## config.mk

```make
export PLATFORM = sky130hd
export DESIGN_NAME = uart_serial_interface_core
export DESIGN_NICKNAME = d
export VERILOG_FILES = /design/src/rtl/core/usi_pkg.sv /design/src/rtl/core/usi_step.sv /design/src/rtl/core/uart_serial_interface_core.sv
export SDC_FILE = /design/constraint.sdc
export NUM_CORES = 1
export LEC_CHECK = 0
export BUFFER_PORTS_ARGS = -buffer_cell sky130_fd_sc_hd__buf_4
export CAP_MARGIN = 10
export CORE_MARGIN = 2
export CORE_UTILIZATION = 55
export DETAILED_ROUTE_END_ITERATION = 10
export HOLD_SLACK_MARGIN = 0.08
export PLACE_DENSITY_LB_ADDON = 0.05
export SLEW_MARGIN = 20
export SYNTH_ARGS = -nofsm -noshare
export SYNTH_HDL_FRONTEND = slang
export SYNTH_SLANG_ARGS = --single-unit
```

## constraint.sdc

```tcl
create_clock -name aclk -period 5.4 [get_ports aclk]
set_input_delay 0.54 -clock aclk [delete_from_list [all_inputs] [get_ports aclk]]
set_output_delay 0.54 -clock aclk [all_outputs]
set_load 0.005 [all_outputs]
```

## src/rtl/core/usi_pkg.sv

```systemverilog
// Shared types and constants for the UART serial interface core.
package usi_pkg;

    // Item operation codes
    localparam logic [1:0] OP_TICK  = 2'd0;
    localparam logic [1:0] OP_READ  = 2'd1;
    localparam logic [1:0] OP_WRITE = 2'd2;
    localparam logic [1:0] OP_RXB   = 2'd3;

    // Register selects
    localparam logic [1:0] SEL_CTRL   = 2'd0;
    localparam logic [1:0] SEL_TDR    = 2'd1;
    localparam logic [1:0] SEL_STATUS = 2'd2;
    localparam logic [1:0] SEL_RDR    = 2'd3;

    // Configuration register indexes
    localparam int CFG_IDX_W = 3;
    localparam logic [CFG_IDX_W-1:0] CFG_SEVEN_BIT  = 3'd0;
    localparam logic [CFG_IDX_W-1:0] CFG_PARITY     = 3'd1;
    localparam logic [CFG_IDX_W-1:0] CFG_TWO_STOP   = 3'd2;
    localparam logic [CFG_IDX_W-1:0] CFG_CLOCK_SEL  = 3'd3;
    localparam logic [CFG_IDX_W-1:0] CFG_BAUD_DIV   = 3'd4;

    // Interrupt source codes
    localparam logic [1:0] IRQ_NONE = 2'd0;
    localparam logic [1:0] IRQ_RXI  = 2'd1;
    localparam logic [1:0] IRQ_TXI  = 2'd2;
    localparam logic [1:0] IRQ_TEI  = 2'd3;

    // Status bits
    localparam logic [7:0] ST_TDRE = 8'h80;
    localparam logic [7:0] ST_RDRF = 8'h40;
    localparam logic [7:0] ST_ORER = 8'h20;
    localparam logic [7:0] ST_FER  = 8'h10;
    localparam logic [7:0] ST_PER  = 8'h08;
    localparam logic [7:0] ST_TEND = 8'h04;
    localparam logic [7:0] ST_MPBT = 8'h01;
    localparam logic [7:0] ST_ERRS = ST_RDRF | ST_ORER | ST_FER | ST_PER;

    // Control bits
    localparam logic [7:0] CT_TIE  = 8'h80;
    localparam logic [7:0] CT_RIE  = 8'h40;
    localparam logic [7:0] CT_TE   = 8'h20;
    localparam logic [7:0] CT_RE   = 8'h10;
    localparam logic [7:0] CT_TEIE = 8'h04;

    localparam logic [7:0] RX_MASK7 = 8'h7f;

    // Reset values
    localparam logic [7:0] STATUS_RST  = 8'h84;
    localparam logic [7:0] TXHOLD_RST  = 8'hff;
    localparam logic [7:0] BAUD_RST    = 8'hff;

    localparam int TIMER_W = 23;

    typedef struct packed {
        logic       seven_bit;
        logic       parity;
        logic       two_stop;
        logic [1:0] clock_sel;
        logic [7:0] baud_div;
    } usi_cfg_t;

    typedef struct packed {
        logic [7:0]         control;
        logic [7:0]         status;
        logic [7:0]         seen;
        logic [7:0]         tx_hold;
        logic [7:0]         rx_hold;
        logic [TIMER_W-1:0] tx_remaining;
    } usi_state_t;

    typedef struct packed {
        logic [1:0] operation;
        logic [1:0] reg_select;
        logic [7:0] write_data;
        logic [7:0] rx_byte;
    } usi_req_t;

    typedef struct packed {
        logic [7:0] read_data;
        logic       tx_valid;
        logic [7:0] tx_byte;
        logic [1:0] irq_source;
    } usi_rsp_t;

endpackage

```

## src/rtl/core/usi_step.sv

```systemverilog
// Next-state and result logic for one request of the UART serial interface.
module usi_step import usi_pkg::*; (
    input  usi_cfg_t   cfg,
    input  usi_state_t cur,
    input  usi_req_t   req,
    output usi_state_t nxt,
    output usi_rsp_t   rsp
);

    logic [8:0]         base;
    logic [3:0]         shift;
    logic [3:0]         frame_bits;
    logic [19:0]        bit_time;
    logic [TIMER_W-1:0] frame_len;
    logic [7:0]         pend;

    // Frame length: bit time times start, data, parity and stop bits
    always_comb begin
        base       = {1'b0, cfg.baud_div} + 9'd1;
        shift      = {1'b0, cfg.clock_sel, 1'b0} + 4'd5;
        frame_bits = (cfg.seven_bit ? 4'd7 : 4'd8) + {3'd0, cfg.parity}
                   + (cfg.two_stop ? 4'd2 : 4'd1) + 4'd1;
        bit_time   = 20'(base) << shift;
        frame_len  = TIMER_W'(bit_time) * TIMER_W'(frame_bits);
    end

    always_comb begin
        nxt = cur;
        rsp = '0;
        case (req.operation)
            OP_TICK: begin
                if (cur.tx_remaining != '0) begin
                    nxt.tx_remaining = cur.tx_remaining - TIMER_W'(1);
                end
                if (nxt.tx_remaining == '0) begin
                    if ((cur.status & ST_TDRE) == '0) begin
                        nxt.status       = cur.status | ST_TDRE;
                        nxt.tx_remaining = frame_len;
                        if ((cur.control & CT_TE) != '0) begin
                            rsp.tx_valid = 1'b1;
                            rsp.tx_byte  = cur.tx_hold;
                        end
                    end else begin
                        nxt.status = cur.status | ST_TEND;
                    end
                end
            end
            OP_READ: begin
                case (req.reg_select)
                    SEL_CTRL:   rsp.read_data = cur.control;
                    SEL_TDR:    rsp.read_data = cur.tx_hold;
                    SEL_STATUS: begin
                        rsp.read_data = cur.status;
                        nxt.seen      = cur.status;
                    end
                    default:    rsp.read_data = cur.rx_hold;
                endcase
            end
            OP_WRITE: begin
                case (req.reg_select)
                    SEL_CTRL: nxt.control = req.write_data;
                    SEL_TDR:  nxt.tx_hold = req.write_data;
                    SEL_STATUS: begin
                        // Clearing TDRE after seeing it set queues the byte
                        if ((cur.seen & ~req.write_data & ST_TDRE) != '0) begin
                            nxt.status = cur.status & ~(ST_TDRE | ST_TEND);
                            if (cur.tx_remaining == '0) begin
                                nxt.status       = nxt.status | ST_TDRE;
                                nxt.tx_remaining = frame_len;
                                if ((cur.control & CT_TE) != '0) begin
                                    rsp.tx_valid = 1'b1;
                                    rsp.tx_byte  = cur.tx_hold;
                                end
                            end
                        end
                        // Flags clear only where seen as 1 and written as 0
                        nxt.status = nxt.status & ~(cur.seen & ~req.write_data & ST_ERRS);
                        nxt.status = (nxt.status & ~ST_MPBT) | (req.write_data & ST_MPBT);
                    end
                    default: ;
                endcase
            end
            default: begin
                if ((cur.control & CT_RE) != '0) begin
                    if ((cur.status & ST_RDRF) != '0) begin
                        nxt.status = cur.status | ST_ORER;
                    end else begin
                        nxt.rx_hold = cfg.seven_bit ? (req.rx_byte & RX_MASK7) : req.rx_byte;
                        nxt.status  = cur.status | ST_RDRF;
                    end
                end
            end
        endcase

        pend = nxt.control & nxt.status & (ST_RDRF | ST_TDRE | ST_TEND);
        if ((pend & ST_RDRF) != '0) begin
            rsp.irq_source = IRQ_RXI;
        end else if ((pend & ST_TDRE) != '0) begin
            rsp.irq_source = IRQ_TXI;
        end else if ((pend & ST_TEND) != '0) begin
            rsp.irq_source = IRQ_TEI;
        end else begin
            rsp.irq_source = IRQ_NONE;
        end
    end

endmodule

```

## src/rtl/core/uart_serial_interface_core.sv

```systemverilog
// Top level of the UART serial interface core: request channel, result channel, config port.
//
// Usage:
//   Requests enter on the s_ channel (valid/ready): operation selects a clock tick,
//   a register read, a register write or a byte received from the line. Each request
//   produces exactly one result on the m_ channel: read data, a transmitted byte
//   flagged by m_tx_valid, and the highest priority pending interrupt source.
//   A request accepted at one edge has its result in the output register after that
//   edge. Throughput is one request per cycle while the receiver takes each result;
//   the state update is a single pass through the step logic, and the frame length
//   is a shift of the divisor plus one times a small bit count.
//   When the receiver stalls (m_ready low with a result waiting), s_ready drops and
//   the held result stays; s_ready is high again in the cycle m_ready takes it.
//   The config port (cfg_valid/cfg_ready, cfg_index, cfg_data) is always ready and
//   sets character length, parity, stop bits, clock select and baud divisor; write
//   it only while no request is in flight. Indexes beyond the list are dropped.
//   Reset (aresetn low, synchronous) empties the output register and restores the
//   registers: status 0x84, transmit data 0xff, divisor 255, timer idle.
module uart_serial_interface_core import usi_pkg::*; (
    input  logic                 aclk,
    input  logic                 aresetn,
    // request channel
    input  logic                 s_valid,
    output logic                 s_ready,
    input  logic [1:0]           s_operation,
    input  logic [1:0]           s_reg_select,
    input  logic [7:0]           s_write_data,
    input  logic [7:0]           s_rx_byte,
    // result channel
    output logic                 m_valid,
    input  logic                 m_ready,
    output logic [7:0]           m_read_data,
    output logic                 m_tx_valid,
    output logic [7:0]           m_tx_byte,
    output logic [1:0]           m_irq_source,
    // configuration write channel
    input  logic                 cfg_valid,
    output logic                 cfg_ready,
    input  logic [CFG_IDX_W-1:0] cfg_index,
    input  logic [7:0]           cfg_data
);

    usi_cfg_t   cfg_reg;
    usi_state_t state_reg;
    usi_state_t state_next;
    usi_req_t   req;
    usi_rsp_t   rsp_next;
    usi_rsp_t   rsp_reg;
    logic       m_valid_reg;
    logic       s_accept;

    // Take a new request whenever the output register is empty or being drained
    assign s_ready  = !m_valid_reg || m_ready;
    assign s_accept = s_valid && s_ready;
    assign cfg_ready = 1'b1;

    assign req.operation  = s_operation;
    assign req.reg_select = s_reg_select;
    assign req.write_data = s_write_data;
    assign req.rx_byte    = s_rx_byte;

    usi_step u_step (
        .cfg (cfg_reg),
        .cur (state_reg),
        .req (req),
        .nxt (state_next),
        .rsp (rsp_next)
    );

    // Configuration registers: write the addressed field, drop unknown indexes
    always_ff @(posedge aclk) begin
        if (!aresetn) begin
            cfg_reg.seven_bit <= 1'b0;
            cfg_reg.parity    <= 1'b0;
            cfg_reg.two_stop  <= 1'b0;
            cfg_reg.clock_sel <= 2'd0;
            cfg_reg.baud_div  <= BAUD_RST;
        end else if (cfg_valid && cfg_ready) begin
            case (cfg_index)
                CFG_SEVEN_BIT: cfg_reg.seven_bit <= cfg_data[0];
                CFG_PARITY:    cfg_reg.parity    <= cfg_data[0];
                CFG_TWO_STOP:  cfg_reg.two_stop  <= cfg_data[0];
                CFG_CLOCK_SEL: cfg_reg.clock_sel <= cfg_data[1:0];
                CFG_BAUD_DIV:  cfg_reg.baud_div  <= cfg_data;
                default: ;
            endcase
        end
    end

    // Architectural state: advance only on an accepted request
    always_ff @(posedge aclk) begin
        if (!aresetn) begin
            state_reg.control      <= 8'h00;
            state_reg.status       <= STATUS_RST;
            state_reg.seen         <= STATUS_RST;
            state_reg.tx_hold      <= TXHOLD_RST;
            state_reg.rx_hold      <= 8'h00;
            state_reg.tx_remaining <= '0;
        end else if (s_accept) begin
            state_reg <= state_next;
        end
    end

    // Output register: load on accept, clear valid once the receiver takes it
    always_ff @(posedge aclk) begin
        if (!aresetn) begin
            m_valid_reg <= 1'b0;
        end else if (s_accept) begin
            m_valid_reg <= 1'b1;
        end else if (m_ready) begin
            m_valid_reg <= 1'b0;
        end
    end

    // Result payload needs no reset; hold it while stalled
    always_ff @(posedge aclk) begin
        if (s_accept) begin
            rsp_reg <= rsp_next;
        end
    end

    assign m_valid      = m_valid_reg;
    assign m_read_data  = rsp_reg.read_data;
    assign m_tx_valid   = rsp_reg.tx_valid;
    assign m_tx_byte    = rsp_reg.tx_byte;
    assign m_irq_source = rsp_reg.irq_source;

endmodule

```

==> results of run 1 <==
[synthesized netlist by cell type, types with 6 or more instances]
cell,count
a211oi_1,6
a21oi_1,48
and2_1,13
and3_1,17
clkbuf_1,32
dfxtp_1,74
edfxtp_1,19
fa_1,34
ha_1,32
inv_1,100
mux2i_1,25
mux4_2,8
nand2_1,99
nand2b_1,11
nand3_1,40
nand4_1,8
nor2_1,107
nor2b_1,13
nor3_1,18
nor4_1,6
o211ai_1,9
o21a_1,8
o21ai_0,38
or3_1,10
xnor2_1,17
xor2_1,10
[final cells by class]
class / count / area [sq um] / share of cell area (%)
Inverter: 105 / 394 / 4.75
Tap cell: 176 / 220 / 2.65
Clock buffer: 10 / 229 / 2.76
Timing Repair Buffer: 68 / 510 / 6.15
Sequential cell: 93 / 2050 / 24.7
Multi-Input combinational cell: 683 / 4800 / 57.8
Clock inverter: 6 / 95.1 / 1.15
[per-layer routing]
layer,GRT usage [%],vias to the layer above
li1,-,3212
met5,0,-
met2,40.6,173
met3,3.71,19
met1,34.1,3098
met4,6.76,0
[power breakdown]
group	switching (uW)	internal, uW	leakage, uW
sequential	27.9	733	0.000791
clock	286	412	0.000160
combinational	514	344	0.00289
total	828	1490	0.00384
[critical path, delay by kind of cell, from the launching register on]
family                   cells  cell delay, ns
AND/OR/NAND/NOR              4            0.64
AO/OA/AOI/OAI                6            1.15
XOR/XNOR                     2            0.35
adder cells (fa/ha/maj)      6            1.99
flip-flops                   1            0.34
buffers and inverters        5            0.44
[layout by cell type (no fill, tap or decap), drive strengths merged, types with 10 or more instances in the layout]
cell type,Yosys,layout
nor3,19,19
o21ai,43,43
xor2,10,10
a21oi,48,48
xnor2,17,17
o211ai,10,10
or3,11,11
and3,17,17
dfxtp,74,74
nand3,40,40
mux2i,25,25
buf,10,68
nor2,108,108
edfxtp,19,19
nor2b,13,13
clkbuf,32,10
inv,101,104
conb,2,16
nand2,99,99
nand2b,11,11
ha,32,32
and2,13,13
fa,34,34
[how the worst max path moves through the flow]
stage | startpoint | end | slack [ns] | depth (start not counted)
2_1_floorplan | cfg_reg[10] | state_reg[22] | 0.38 | 23
3_3_place_gp | cfg_reg[12] | state_reg[22] | 0.36 | 21
3_5_place_dp | cfg_reg[12] | state_reg[22] | 0.22 | 21
4_1_cts | cfg_reg[12] | state_reg[22] | 0.19 | 21
5_1_grt | cfg_reg[0] | state_reg[22] | 0.03 | 20
6_report | cfg_reg[10] | state_reg[21] | 0.37 | 23
[through the flow]
| stage | cells | utilization, % |
|---|---|---|
| 2_1_floorplan | 923 | - |
| 3_3_place_gp | 1125 | 60.6 |
| 3_5_place_dp | 1125 | 60.6 |
| 4_1_cts | 1141 | 63.0 |
| 5_1_grt | 1141 | 63.2 |
| 6_report | 1141 | 63.2 |
[kinds of logic after synthesis]
group,Yosys count
AOI/OAI and AO/OA,170
buffers and inverters,147
other,2
and+or+nand+nor,367
DFF,93
xor gates and xnor gates,27
muxes,37
adders and majority gates,66
[repair_timing]
action,CTS,global route
hold endpoints to repair,0,0
endpoints found under the setup margin,0,4
gates resized for setup,0,5
setup buffers,0,0
==> metrics, run 1 <==
Peak Freq 199 MHz; Main synth FF type dfxtp_1; Hold Path End cfg_reg[2]; critical path cell sequence inv_1 > ha_1 > inv_1 > ha_1 > ha_1 > nor2_1 > xnor2_2 > buf_4 > nor2_1 > fa_1 > inv_1 > fa_1 > inv_1 > ha_1 > a21o_1 > a21o_1 > o2bb2ai_1 > nor3_1 > o31a_1 > o21ai_0 > xor2_1 > a221oi_1 > nor2_1; cell taking the most area after synthesis dfxtp_1; Post-synth EDFFs 19; setup slack after layout 0.368 ns; synthesized flop and latch total 93; DP HPWL 13.2 mm; fraction of layout cells with a size suffix above 1 12.2%; hold_ws 0.402 ns; hold path start cfg_data[2]; hold bufs inserted after CTS 0; # setup viols final 0; die area 0.0143 sq mm; Clock Tree Buf Depth 2; Rows 42; antenna violations before repair 0; met3 routed WL 895 microns; reg-to-reg endpoint state_reg[21]; vias in the first global route 6080; worst reg2reg startpoint cfg_reg[10]; Crit Path Max Fanout 11; status completed; die height 120 microns; TritonCTS clock tree done; Max Slew Vio Count 0; Pwr per Cell Area 279 mW/mm^2; worst hold-check path type in2reg; endpoints failing hold 0; Via Count 6502; mux contribution to synthesized area 6.51%; Ys Warns 0; Remaining DRCs 0; maximum vdd drop 0.153 mV; Reg2Reg Setup Slack 0.37 ns; Static Leak 0.00384 uW; pre-CTS setup slack 0.215 ns; XOR/XNOR Fraction of Synth Area 3.21%; Synth top area share 20.1%; crit-path max cell delay 0.52 ns; Post-Place Cell Area 0.00796 sq mm; top routing layer used met4; RSZ-0062 raised after global routing no; Startpoint Class flip-flop; ys async rst share 0%; fin crit share 93.2%; Clock Sinks 93; slowest CP cell fa_1; ANT nets after route 0; Routed met1 length 7.98 mm; drt first pass iters 6; clk slew on worst S/H paths 0.07 ns; Clock Latency Late Sink 0.35 ns; Core ar. 0.0131 sq mm; root buf cell clkbuf_16; gpl congestion 0.926; vias per cell 5.70; syn avg cell area 8.10 sq um; Num CTS Buffers 9; P&R area growth vs syn 12.7%; reg2reg path depth 23; post-synthesis sequential area ratio 27.9%; Final Critical Period 5.03 ns; IO Pins 58; Synth Area in Compound Gates 15.3%; first-pass GRT wire length 29.0 mm; metal2 WL 8.27 mm; critical path class reg2reg; Routed wire per std cell 15.2 microns; Filler cells 1174; Synth Area in Adders 14.7%; ranking of synthesized cells by area dfxtp_1 20%, fa_1 9.2%, edfxtp_1 7.8%; Syn Inst Count 909; synthesized area 0.00736 sq mm; Worst Tran Pin Value 0.720 ns; number of max-cap violations 0; pin count of the biggest net entering global routing 46; Setup crit end kind flip-flop; largest family of logic cells by synthesized area simple AND/OR/NAND/NOR gates; CP Data Required Time 5.63 ns; Tot Pwr 2320 uW; clk_skew 0.00763 ns; Total Routing Usage GR 24.7%; # diodes 0; number of port buffers 56; Final Cell Area 0.00830 sq mm; Congestion Overflow GR 0; Crit path arrival time 5.26 ns; Synth Area in Simple Gates 24.2%; # nets final 1062; Netlist cell types 81; Total Neg Setup Slack 0 ns; drt total wl 17.4 mm; H-tree levels 3; Worst Hold Depth 3; die width 120 microns; Initial Utilization 56.0%; relative slew slack 51.8%; DR iter-0 viols 522
(Power assumes the default switching activity.)
==> inputs of run 2 (changes only) <==
Settings changed: SYNTH_HIERARCHICAL set to 1.
==> run 2 against run 1 <==
Cell area rose by 11%. Via count grew 11%. Sequential power rose by 23%. Synthesized cell count is 14% higher. Area after synthesis rose by 15%. Register-to-register slack improved by 0.02 ns. Fmax grew 0.46%. Clock skew rose by 0.0038 ns. Worst hold slack improved by 0.0041 ns. First-iteration DRC count up 16%. Total power grew 120%. Wire length up 14%. Largest power group unchanged.
==> metrics, run 2 <==
P&R area growth vs syn 9.44%; Syn Inst Count 1038; Crit path arrival time 5.28 ns; Rows 45; DR iter-0 viols 608; Worst Tran Pin Value 0.900 ns; reg-to-reg endpoint state_reg[21]; Clk network pwr share 12.3%; part of the power in registers 18.5%; clk slew on worst S/H paths 0.07 ns; hold bufs inserted after CTS 0; Congestion Overflow GR 0; Hold Path End cfg_reg[2]; Register Area 0.00205 sq mm; first-pass GRT wire length 33.4 mm; worst hold-check path type in2reg; Tot Pwr 5090 uW; Internal Power 2540 uW; CP Data Required Time 5.67 ns; synthesized area 0.00844 sq mm; RSZ-0062 raised after global routing no; Final Critical Period 5.01 ns; Startpoint Class flip-flop; setup bufs post-CTS 0; vias per cell 5.68; Worst Hold Depth 3; drt first pass iters 5; post_cts resized 0; die width 128 microns; Clock Latency Late Sink 0.35 ns; number of port buffers 56; fraction of layout cells with a size suffix above 1 13.1%; root buf cell clkbuf_16; IO Pins 58; status completed; clk_skew 0.0115 ns; reg2reg path depth 22; endpoints failing hold 0; critical path cell sequence ha_1 > inv_1 > ha_1 > a21o_1 > a21oi_1 > xnor2_2 > nor2_1 > fa_1 > inv_1 > fa_1 > inv_1 > ha_1 > o21ai_0 > o21bai_2 > nand3_1 > a311o_1 > o21ai_0 > o31ai_1 > xor2_1 > o21ai_0 > nand2_1 > mux2i_1; pin count of the biggest net entering global routing 80; # setup viols final 0; hold path start cfg_data[2]; syn avg cell area 8.13 sq um; Routed wire per std cell 15.6 microns; maximum vdd drop 0.492 mV; Core ar. 0.0151 sq mm; combinational share of power 69.2%; vias in the first global route 6618; Max Slew Vio Count 0; gpl congestion 0.950; TritonCTS clock tree done; Total Neg Setup Slack 0 ns; Total Routing Usage GR 25.0%; footprint of the multi-input gates 0.00573 sq mm; Net Sw Frac 50.2%; Peak Freq 200 MHz; crit-path max cell delay 0.49 ns; number of max-cap violations 0; worst reg2reg startpoint cfg_reg[12]; Clock Tree Buf Depth 2; die height 128 microns; ANT nets after route 0; Static Leak 0.00418 uW; Filler cells 1396; Remaining DRCs 0; Num CTS Buffers 9; relative slew slack 39.8%; Reg2Reg Setup Slack 0.39 ns; # diodes 0; DP HPWL 14.9 mm; Pwr per Cell Area 551 mW/mm^2; most frequent cells in the layout 166 x nand2_1, 100 x inv_1, 74 x dfxtp_1, 74 x nor2_1, 70 x buf_4; Initial Utilization 56.0%; critical path class reg2reg; max reg flops 60; # nets final 1176; leading cell type in the layout, fill and taps excluded nand2_1; drt total wl 19.8 mm; Ys Warns 6; antenna violations before repair 0; die area 0.0164 sq mm; Crit Path Max Fanout 6; fin crit share 92.7%; Setup crit end kind flip-flop; Clock Sinks 93; H-tree levels 3; sw power 2550 uW; slowest CP cell fa_1; Via Count 7187
run 2: metrics by stage:
| step | util, % | instances | hold WS (ns) | area (sq um) | worst slack [ns] |
|---|---|---|---|---|---|
| 6_report | 61.2 | 1265 | 0.406 | 9240 | 0.392 |
| 3_3_place_gp | 59.2 | 1249 | 0.444 | 8930 | 0.345 |
| 4_1_cts | 61.2 | 1265 | 0.395 | 9230 | 0.197 |
| 3_5_place_dp | 59.2 | 1249 | 0.454 | 8930 | 0.205 |
| 5_1_grt | 61.2 | 1265 | 0.398 | 9240 | 0.0168 |
| 2_1_floorplan | - | 1051 | 0.431 | 8490 | 0.471 |
run 2: area by class of cell:
| type | instances | share of cell area, % |
|---|---|---|
| Tap cell | 188 | 2.55 |
| Clock inverter | 7 | 0.745 |
| Timing Repair Buffer | 71 | 5.90 |
| Sequential cell | 93 | 22.2 |
| Clock buffer | 9 | 2.44 |
| Multi-Input combinational cell | 796 | 62.1 |
| Inverter | 101 | 4.10 |
run 2: worst max-delay path: cells and delay by family, from the launching register on:
kind | cells | cell delay (ns)
flip-flops | 1 | 0.47
buffers and inverters | 3 | 0.19
XOR/XNOR | 2 | 0.38
multiplexers | 1 | 0.14
adder cells (fa/ha/maj) | 5 | 1.81
AND/OR/NAND/NOR | 3 | 0.33
AO/OA/AOI/OAI | 8 | 1.62
run 2: power by group through the flow:
| stage | Sequential (uW) | Clock, uW | Combinational [uW] |
|---|---|---|---|
| after floorplan | 871 | 0 | 2890 |
| after global placement | 953 | 0 | 3440 |
| after detailed placement | 953 | 0 | 3420 |
| after CTS | 937 | 643 | 3440 |
| after global routing | 958 | 665 | 3900 |
| final | 939 | 626 | 3520 |
run 2: routing by layer:
| layer | part of all wire [%] | up-vias | wire [microns] | global-route usage [%] |
|---|---|---|---|---|
| met4 | 0.83 | 0 | 165 | 4.78 |
| met2 | 46 | 151 | 9080 | 40.3 |
| met1 | 49 | 3371 | 9670 | 36.1 |
| met5 | 0 | - | 0 | 0 |
| met3 | 4.3 | 14 | 857 | 3.55 |
| li1 | - | 3651 | - | - |
run 2: how the worst max path moves through the flow:
stage	from	endpoint	slack, ns
after floorplan	cfg_reg[11]	state_reg[21]	0.47
after global placement	cfg_reg[10]	state_reg[21]	0.35
after CTS	cfg_reg[10]	state_reg[21]	0.20
after detailed placement	cfg_reg[10]	state_reg[21]	0.21
after global routing	cfg_reg[0]	state_reg[22]	0.02
final	cfg_reg[12]	state_reg[21]	0.39
